==> src/rtl/vprc_pkg.sv <==
// shared types and constants of the vertical plane rectangle corner block
package vprc_pkg;

  // pipeline depths of the direction normalizer
  localparam int unsigned SQRT_STEPS = 31;
  localparam int unsigned DIV_STEPS  = 33;
  localparam int unsigned NORM_LAT   = 4 + SQRT_STEPS + DIV_STEPS + 1;

  localparam int unsigned NPTS = 6;

  // point kind codes
  localparam logic [2:0] KIND_C0  = 3'd0;
  localparam logic [2:0] KIND_C1  = 3'd1;
  localparam logic [2:0] KIND_C2  = 3'd2;
  localparam logic [2:0] KIND_C3  = 3'd3;
  localparam logic [2:0] KIND_TOP = 3'd4;
  localparam logic [2:0] KIND_BOT = 3'd5;

  typedef struct packed {
    logic signed [47:0] anchor_x;
    logic signed [47:0] anchor_y;
    logic signed [47:0] anchor_z;
    logic signed [31:0] normal_x;
    logic signed [31:0] normal_y;
    logic signed [31:0] normal_z;
    logic signed [47:0] horizontal_extent;
    logic signed [47:0] extent_above;
    logic signed [47:0] extent_below;
  } in_t;

  typedef struct packed {
    logic [2:0]         point_kind;
    logic signed [47:0] point_x;
    logic signed [47:0] point_y;
    logic signed [47:0] point_z;
    logic               valid_res;
    logic [46:0]        max_depth;
    logic               last;
  } out_t;

  // one finished item as it waits between front and back
  typedef struct packed {
    logic                  bad;
    logic [NPTS-1:0][47:0] px;
    logic [NPTS-1:0][47:0] py;
    logic [NPTS-1:0][47:0] pz;
    logic [46:0]           depth;
  } entry_t;

endpackage

==> src/rtl/vprc_back.sv <==
// back: walks one item's results out through the output register
module vprc_back import vprc_pkg::*; (
  input  logic   clk_i,
  input  logic   rst_ni,
  input  logic   avail_i,
  input  entry_t head_i,
  output logic   pop_o,
  output logic   out_valid_o,
  input  logic   out_stall_i,
  output out_t   out_data_o
);

  logic       busy_q;
  entry_t     cur_q;
  logic [2:0] idx_q;
  logic       load_out, fin;
  out_t       res;

  assign load_out = busy_q && (!out_valid_o || !out_stall_i);
  assign fin      = load_out && (cur_q.bad || idx_q == KIND_BOT);
  assign pop_o    = avail_i && (!busy_q || fin);

  // result for the current index, a single zero result when invalid
  always_comb begin
    if (cur_q.bad) begin
      res = '0;
      res.point_kind = KIND_C0;
      res.last       = 1'b1;
    end else begin
      res.point_kind = idx_q;
      res.point_x    = cur_q.px[idx_q];
      res.point_y    = cur_q.py[idx_q];
      res.point_z    = cur_q.pz[idx_q];
      res.valid_res  = 1'b1;
      res.max_depth  = cur_q.depth;
      res.last       = (idx_q == KIND_BOT);
    end
  end

  // sequencing and output register
  always_ff @(posedge clk_i or negedge rst_ni) begin
    if (!rst_ni) begin
      busy_q      <= 1'b0;
      idx_q       <= KIND_C0;
      out_valid_o <= 1'b0;
    end else begin
      if (load_out) idx_q <= idx_q + 3'd1;
      if (fin) busy_q <= 1'b0;
      if (pop_o) begin
        busy_q <= 1'b1;
        idx_q  <= KIND_C0;
      end
      if (load_out) out_valid_o <= 1'b1;
      else if (!out_stall_i) out_valid_o <= 1'b0;
    end
  end

  always_ff @(posedge clk_i) begin
    if (pop_o) cur_q <= head_i;
    if (load_out) out_data_o <= res;
  end

endmodule

==> config.mk <==
export PLATFORM = sky130hd
export DESIGN_NAME = vprc_back
export DESIGN_NICKNAME = d
export VERILOG_FILES = /design/src/rtl/vprc_pkg.sv /design/src/rtl/vprc_back.sv
export SDC_FILE = /design/constraint.sdc
export NUM_CORES = 1
export LEC_CHECK = 0
export BUFFER_PORTS_ARGS = -buffer_cell sky130_fd_sc_hd__buf_2
export CAP_MARGIN = 10
export CORE_AREA = 2 2 433 435
export CTS_BUF_LIST = sky130_fd_sc_hd__clkbuf_8 sky130_fd_sc_hd__clkbuf_16
export CTS_CLUSTER_SIZE = 16
export DETAILED_ROUTE_END_ITERATION = 10
export DIE_AREA = 0 0 435 437
export MAX_ROUTING_LAYER = met4
export PLACE_DENSITY = 0.5
export SLEW_MARGIN = 25
export SYNTH_ARGS = -nofsm -noshare
export SYNTH_HDL_FRONTEND = slang
export SYNTH_SLANG_ARGS = --single-unit
==> constraint.sdc <==
create_clock -name clk_i -period 31 [get_ports clk_i]
set_input_delay 3.1 -clock clk_i [delete_from_list [all_inputs] [get_ports clk_i]]
set_output_delay 3.1 -clock clk_i [all_outputs]
set_load 0.01 [all_outputs]
## Word-level counts from Yosys, hierarchy flattened

Cells that the tools add are included.

- Bits in registers: 1,113
- Output and inout bits: 198
- Logic and storage cells: 58

- $add $sub $neg: 1
- $lt $le $gt $ge: 1
- Equality and inequality tests: 2
- Muxes and demuxes: 13
- Reduce and logical (&&, ||, !) cells: 11

Operators by type and width:

| cell | number |
|---|---|
| $bmux 48 s3 | 3 |
| $mux 48 | 3 |
| $mux 49 | 1 |
| $mux 3 | 2 |
| $lt 3x4->1 const B | 1 |
| $mux 1 | 4 |
| $reduce_bool 2->1 | 2 |
| $add 3x1->3 const B | 1 |
| $eq 3x3->1 const B | 1 |
| $logic_and 1x1->1 | 3 |
| $logic_not 1->1 | 3 |
| $logic_or 1x1->1 | 3 |
| $ne 2x1->1 const B | 1 |

## Logic depth before layout (Yosys ltp)

Gate-level depths: netlist (run 1).

- Depth in word-level cells: 7
- Mapped depth: 7

## Worst setup path after synthesis (run 1)

OpenSTA, ideal clock, no wires.

- Kind: input port to output port
- Start point: in out_stall_i
- End point: out pop_o
- Arrival: 23.941 ns
- Required time: 27.900 ns
- Slack: 3.959 ns
- Stages on the path: 3
- Path buffers: 0
- Path through: nand2_1 -> a21bo_2 -> and2_1

- Cells in the longest elaborated chain, start to end: 6

Ends and longest elaborated chain:

| element | line | source |
|---|---|---|
| start, declared | vprc_back.sv:9 | `input logic out_stall_i,` |
| $logic_not 1->1 | -- |  |
| $logic_or 1x1->1 | vprc_back.sv:19 | `assign load_out = busy_q && (!out_valid_o \|\| !out_stall_i);` |
| $logic_and 1x1->1 | vprc_back.sv:19 |  |
| $logic_and 1x1->1 | vprc_back.sv:20 | `assign fin = load_out && (cur_q.bad \|\| idx_q == KIND_BOT);` |
| $logic_or 1x1->1 | vprc_back.sv:21 | `assign pop_o = avail_i && (!busy_q \|\| fin);` |
| $logic_and 1x1->1 | vprc_back.sv:21 |  |
| end, declared | vprc_back.sv:7 | `output logic pop_o,` |

Every way passes these cells.

## Worst setup path after layout (run 1)

Ends and elaborated chain as after synthesis.

==> impl_results.md, run 1 <==
* Asr flop ratio synth at 0.00449
* Dominant synthesized flop cell: edfxtp_1
* Max_slew headroom at 0.249
* Synth area leader: edfxtp_1
* Root Driver: clkbuf_16
* DR pass1 iterations at 5
* F_max at approximately 130 MHz
* Yosys warns at 0
* Row count at roughly 160
* Worst slack at placement at roughly 23 ns
* Fin cells at 5803
* PwrDens at 75.4 nW/um2
* Unique masters post-synth at 30
* Syn_nets at slightly below 3000
* HP Class: flop to flop
* Worst Path Max Fanout at 55
* Seq cells post-synth at around 1100
* Chip Height at 437 um
* Global-route wire length before repair at ~190000 um
* Final Cycle Share at 0.249
* Status: finished clean
* # setup viols final at 0
* Latest clock arrival within the worst-skew pair at between 0.7 and 0.8 ns
* Fillers at between 15000 and 20000
* Final Total Pwr at between 4 and 5 mW
* GRT Util Overall at 0.145
* Max-slew violations at 0
* Clock skew at roughly 0.022 ns
* Reg clk slew, reported paths at 0.06 ns
* Initial antenna violation count at 75
* Area grow syn2layout at 29.8%
* # clock sinks at between 1000 and 1500
* Core area at between 150000 and 200000 um2
* Post_cts resized at 0
* Final worst slack at ~23 ns
* Sequential share of the synthesized area at 0.811
* CTS max path bufs at 3
* Startpoint types: input port
* CTS tree: built
* CTS H-tree depth at 3
* Drc violations at 0
* CP Class: input port to primary output
* # port buffers at about 1100
* Number of global-route vias before repair at about 24000
* Synth top area cells: edfxtp_1 (81%), mux2i_1 (7.0%), mux2_2 (3.9%)
* Final hold violation count at 0
* Crit path DAT at 4.63 ns
* Synthesized instance count at 2015
* CP Data Required Time at between 20 and 30 ns
* CTS buffer count at 120
* Avg WL per Cell at between 20 and 25 um
* Syn Std Cell Area at 41200 um2
* Average size of a mapped cell at approximately 20 um2
* Largest net degree at the start of global routing at 174
* Initial Util at 0.223
* Smallest hold slack at between 0.5 and 0.6 ns
* EDFF count, synth at 1108
* DIE WIDTH at 435 um
* GRT overflow at 0
* Layout cell share with drive strength beyond 1 at 0.466
* Post-Route WL at about 140000 um
* Vias/cell at around 4.1
* Final HPWL DP at 102000 um
* Final TNS setup at 0 ns
* Post-route ant nets at 0
* Max-Cap Viols at 0
* Net count, final at just over 4000
* Post-synth top area share at 0.808
* RSZ-0062 raised after global routing: false
* Routed via count at ~24000
* Slew at the pin closest to its max-slew limit at 1.13 ns
* Die footprint at 190000 um2
* Most instantiated library cell after synthesis: edfxtp_1
* I/O pin total at ~1100
* Top cells by count, synth: edfxtp_1 (1108), mux2i_1 (289), nand2_1 (147)
* Global placement routability congestion at about 0.92
* Post-CTS Setup Inserts at 0
* Hold Buf Count CTS at 0
* Placed Cells incl. Taps at ~5500
* Leakage at 19.9 nW
* Minimum clock period at a little under 8 ns
* CP endpoint kind: primary output
* Initial DRC Count at 2044
* Worst vdd ir at 0.0461 mV
worst max-delay path: stages:
cell and delay, ns:
buf_2 0.13, nand2_1 0.20, a21bo_2 0.18, and2_4 0.66
buf_2 0.27
cell families (layout without fill, tap and decap cells):
group	Yosys count	after routing	synth area share
AOI/OAI and AO/OA	154	154	0.0415
adders and majority gates	2	2	0.000608
buffers and inverters	107	1369	0.0142
DFF	1113	1113	0.811
muxes	433	433	0.110
other	0	46	0
and+or+nand+nor	206	206	0.0229
layout by cell type, fill, tap and decap left out, types with 4 or more instances in the layout:
| cell | netlist | final |
|---|---|---|
| a21oi_1 | 4 | 4 |
| mux2_2 | 144 | 144 |
| o221ai_2 | 61 | 61 |
| buf_12 | 0 | 5 |
| bufinv_16 | 0 | 7 |
| buf_2 | 51 | 1113 |
| o221ai_1 | 84 | 84 |
| nor2b_1 | 46 | 46 |
| clkbuf_16 | 0 | 120 |
| clkinv_4 | 0 | 4 |
| clkinv_2 | 0 | 25 |
| mux2i_1 | 289 | 289 |
| diode_2 | 0 | 46 |
| clkinv_1 | 0 | 22 |
| clkinvlp_4 | 0 | 6 |
| dfrtp_1 | 5 | 4 |
| nand2_1 | 147 | 147 |
| inv_1 | 5 | 33 |
| edfxtp_1 | 1108 | 1108 |
| buf_4 | 10 | 26 |
routing by layer:
metal,vias to the layer above,track usage,part of all wire
li1,10500,-,-
met4,0,0.0500,0.025
met3,205,0.0427,0.079
met5,-,-,0
met2,1026,0.238,0.51
met1,11900,0.170,0.39
flip-flops by register name (all words and copies together), names as in the netlist:
signal	cells
out_valid_o	1
out_data_o	196
busy_q	1
cur_q	912
idx_q	3
report_power, final:
| part | internal [mW] | switching [mW] |
|---|---|---|
| clock network | 0.761 | 0.607 |
| logic | 0.292 | 0.456 |
| registers | 1.85 | 0.0627 |
layout make-up:
type / count / area, um2 / share of cell area
repair buffers: 1145 / 5890 / 0.110
multi-input cells: 795 / 7210 / 0.135
inverters: 5 / 18.8 / 0.000351
well taps: 2480 / 3100 / 0.0580
clock inverters: 99 / 706 / 0.0132
flip-flops and latches: 1113 / 33400 / 0.625
clock buffers: 120 / 3000 / 0.0562
diodes: 46 / 115 / 0.00215
final timing paths:
| path | slack [ns] | cells past startpoint | startpoint | end |
|---|---|---|---|---|
| setup / recovery | 23.27 | 5 | out_stall_i | pop_o |
| hold / removal | 0.53 | 1 | cur_q[46] | out_data_o[47] |
| max in group asynchronous | 28.67 | 1 | rst_ni | idx_q[0] |
| setup reg to reg | 24.89 | 10 | idx_q[0] | cur_q[101] |
| min in group asynchronous | 2.18 | 1 | rst_ni | out_valid_o |
| hold reg to reg | 0.53 | 1 | cur_q[46] | out_data_o[47] |
through the flow:
stage	area [um2]	utilization
floorplan	41200	-
global placement	49600	0.268
detailed placement	49600	0.268
CTS	53300	0.288
global route	53400	0.289
finish	53500	0.289
Note: power is estimated with default switching activity, not from simulation.
==> run 2, diff against run 1 <==
CORE_AREA = 2 2 438 440   (was 2 2 433 435)
DIE_AREA = 0 0 440 442   (was 0 0 435 437)
PLACE_DENSITY = 0.51   (was 0.5)
clock period = 6.47 ns   (was 31 ns; I/O delays follow)
==> impl_results.md, run 2 (synthesis gave the netlist of run 1 again) <==
* CTS buffer count at 130 (was 120)
* Area grow syn2layout at 50.4% (was 29.8%)
* GRT overflow at 0 (unchanged)
* Vias/cell at 4.03 (was 4.06)
* Drc violations at 0 (unchanged)
* Clock skew at 0.0247 ns (was 0.0220 ns)
* Register with the most flip-flops: cur_q (unchanged)
* Root Driver: clkbuf_16 (unchanged)
* Layout cell share with drive strength beyond 1 at 0.376 (was 0.466)
* Routed via count at 26700 (was 23600)
* Minimum clock period at 3.50 ns
* DR pass1 iterations at 7 (was 5)
* Number of global-route vias before repair at 28700 (was 23500)
* Latest clock arrival within the worst-skew pair at 0.76 ns (was 0.75 ns)
* Final HPWL DP at 99600 um (was 102000 um)
* Net count, final at 4905 (was 4098)
* Smallest hold slack at 0.0823 ns (was 0.533 ns)
* GRT Util Overall at 0.149 (was 0.145)
* Final instance area at 61900 um2 (was 53500 um2)
* Crit path DAT at 3.86 ns (was 4.63 ns)
* Largest registers: cur_q x912, out_data_o x196, idx_q x3 (unchanged)
* CP Data Required Time at 6.83 ns (was 27.90 ns)
* Global-route wire length before repair at 202000 um (was 187000 um)
* Final Cycle Share at 0.541
* Final hold violation count at 0 (unchanged)
* Post-route ant nets at 0 (unchanged)
* # clock sinks at 1113 (unchanged)
* Max-slew violations at 0 (unchanged)
* Max_slew headroom at 0.242 (was 0.249)
* Die footprint at 194000 um2 (was 190000 um2)
* Chip Height at 442 um (was 437 um)
* Worst vdd ir at 0.243 mV (was 0.0461 mV)
* CP Class: flop to flop (was input port to primary output)
* I/O pin total at 1114 (unchanged)
* CTS max path bufs at 3 (unchanged)
* DIE WIDTH at 440 um (was 435 um)
* Worst Path Max Fanout at 175 (was 55)
* Initial antenna violation count at 32 (was 75)
* Placed Area at 49700 um2 (was 49600 um2)
* Max-Cap Viols at 0 (unchanged)
* Initial DRC Count at 1924 (was 2044)
* RSZ-0062 raised after global routing: false (unchanged)
* CP endpoint kind: flop (was primary output)
* Post_cts resized at 0 (unchanged)
* CTS H-tree depth at 4 (was 3)
* Max reg flops at 912 (unchanged)
* HP Class: input port to flop (was flop to flop)
* F_max at roughly 290 MHz
* Largest net degree at the start of global routing at 176 (was 174)
* Slew at the pin closest to its max-slew limit at 1.14 ns (was 1.13 ns)
* PwrDens at 329 nW/um2 (was 75.4 nW/um2)
* Commonest cells after routing, fill and taps aside: buf_2 (1113), edfxtp_1 (1108), dlygate4sd3_1 (796) (was buf_2 (1113), edfxtp_1 (1108), mux2i_1 (289))
* Row count at 160 (was 158)
* Global placement routability congestion at 0.886 (was 0.920)
* Initial Util at 0.217 (was 0.223)
* Leakage at 23.4 nW (was 19.9 nW)
* Status: finished clean (unchanged)
* CTS tree: built (unchanged)
* Avg WL per Cell at 21.9 um (was 24.0 um)
* Startpoint types: flop (was input port)
* Post-Route WL at 145000 um (was 139000 um)
* Most common cell after layout, fill and taps aside: buf_2 (unchanged)
* # setup viols final at 0 (unchanged)
* Core area at 190000 um2 (was 185000 um2)
* Reg clk slew, reported paths at 0.06 ns (about the same)
* # port buffers at 1113 (unchanged)
run 2: cell count changes in the layout (fill, tap and decap cells not counted), moves of 6 or more:
cell           delta
clkinv_1          +9
inv_6             +6
dlygate4sd3_1   +796
diode_2          -19
clkbuf_16        +14
clkinv_2         -16
run 2: critical path, stage by stage, from the launching register on:
cell and delay, ns:
dfrtp_4 0.81, ha_4 0.22, a21oi_2 0.07, inv_1 0.09
a21bo_2 0.14, and2_4 0.35, buf_12 0.38, buf_12 0.59
run 2: final cells by class:
class	instances	area, um2
fill	18400	128000
sequential	1113	33400
timing repair buffer	1942	13900
multi-input combinational	795	7240
clock buffer	134	3350
tap	2511	3140
clock inverter	98	786
antenna	27	67.6
inverter	5	18.8
run 2: what timing repair did:
action,4_1_cts,5_1_grt
setup buffers,0,0
hold buffers,796,0
endpoints found under the hold margin,800,0
run 2: per-layer routing:
metal	wire, um	GRT usage	share of wire
met5	0	-	0
met4	4700	0.0547	0.032
met3	9190	0.0347	0.063
met2	74800	0.256	0.52
met1	56300	0.168	0.39
run 2: per-stage QoR:
step	total power, mW	TNS (ns)	utilization	setup slack, ns	instances
floorplan	11.5	-1099.00	-	-1.20	2015
global placement	13.0	0	0.262	3.04	5568
detailed placement	13.0	0	0.262	2.97	5568
CTS	20.7	0	0.326	2.94	6596
global route	21.2	0	0.327	2.77	6622
finish	20.4	0	0.327	2.97	6625
run 2: worst paths after layout:
check / start / cells past startpoint / end / slack [ns]
worst max-delay path: idx_q[0] / 7 / cur_q[70] / 2.97
worst min-delay path: head_i[686] / 1 / cur_q[686] / 0.08
worst max register to register: idx_q[0] / 7 / cur_q[70] / 2.97
worst min register to register: cur_q[29] / 1 / out_data_o[30] / 0.53
max in group asynchronous: rst_ni / 2 / idx_q[0] / 5.97
min in group asynchronous: rst_ni / 2 / out_valid_o / 0.35
run 2: power by group:
| part | internal (mW) | switching, mW | leakage [nW] | total (mW) |
|---|---|---|---|---|
| logic | 1.74 | 2.26 | 10.8 | 4.00 |
| clock network | 4.17 | 3.03 | 2.12 | 7.19 |
| registers | 8.89 | 0.316 | 10.5 | 9.21 |
| total | 14.8 | 5.60 | 23.4 | 20.4 |
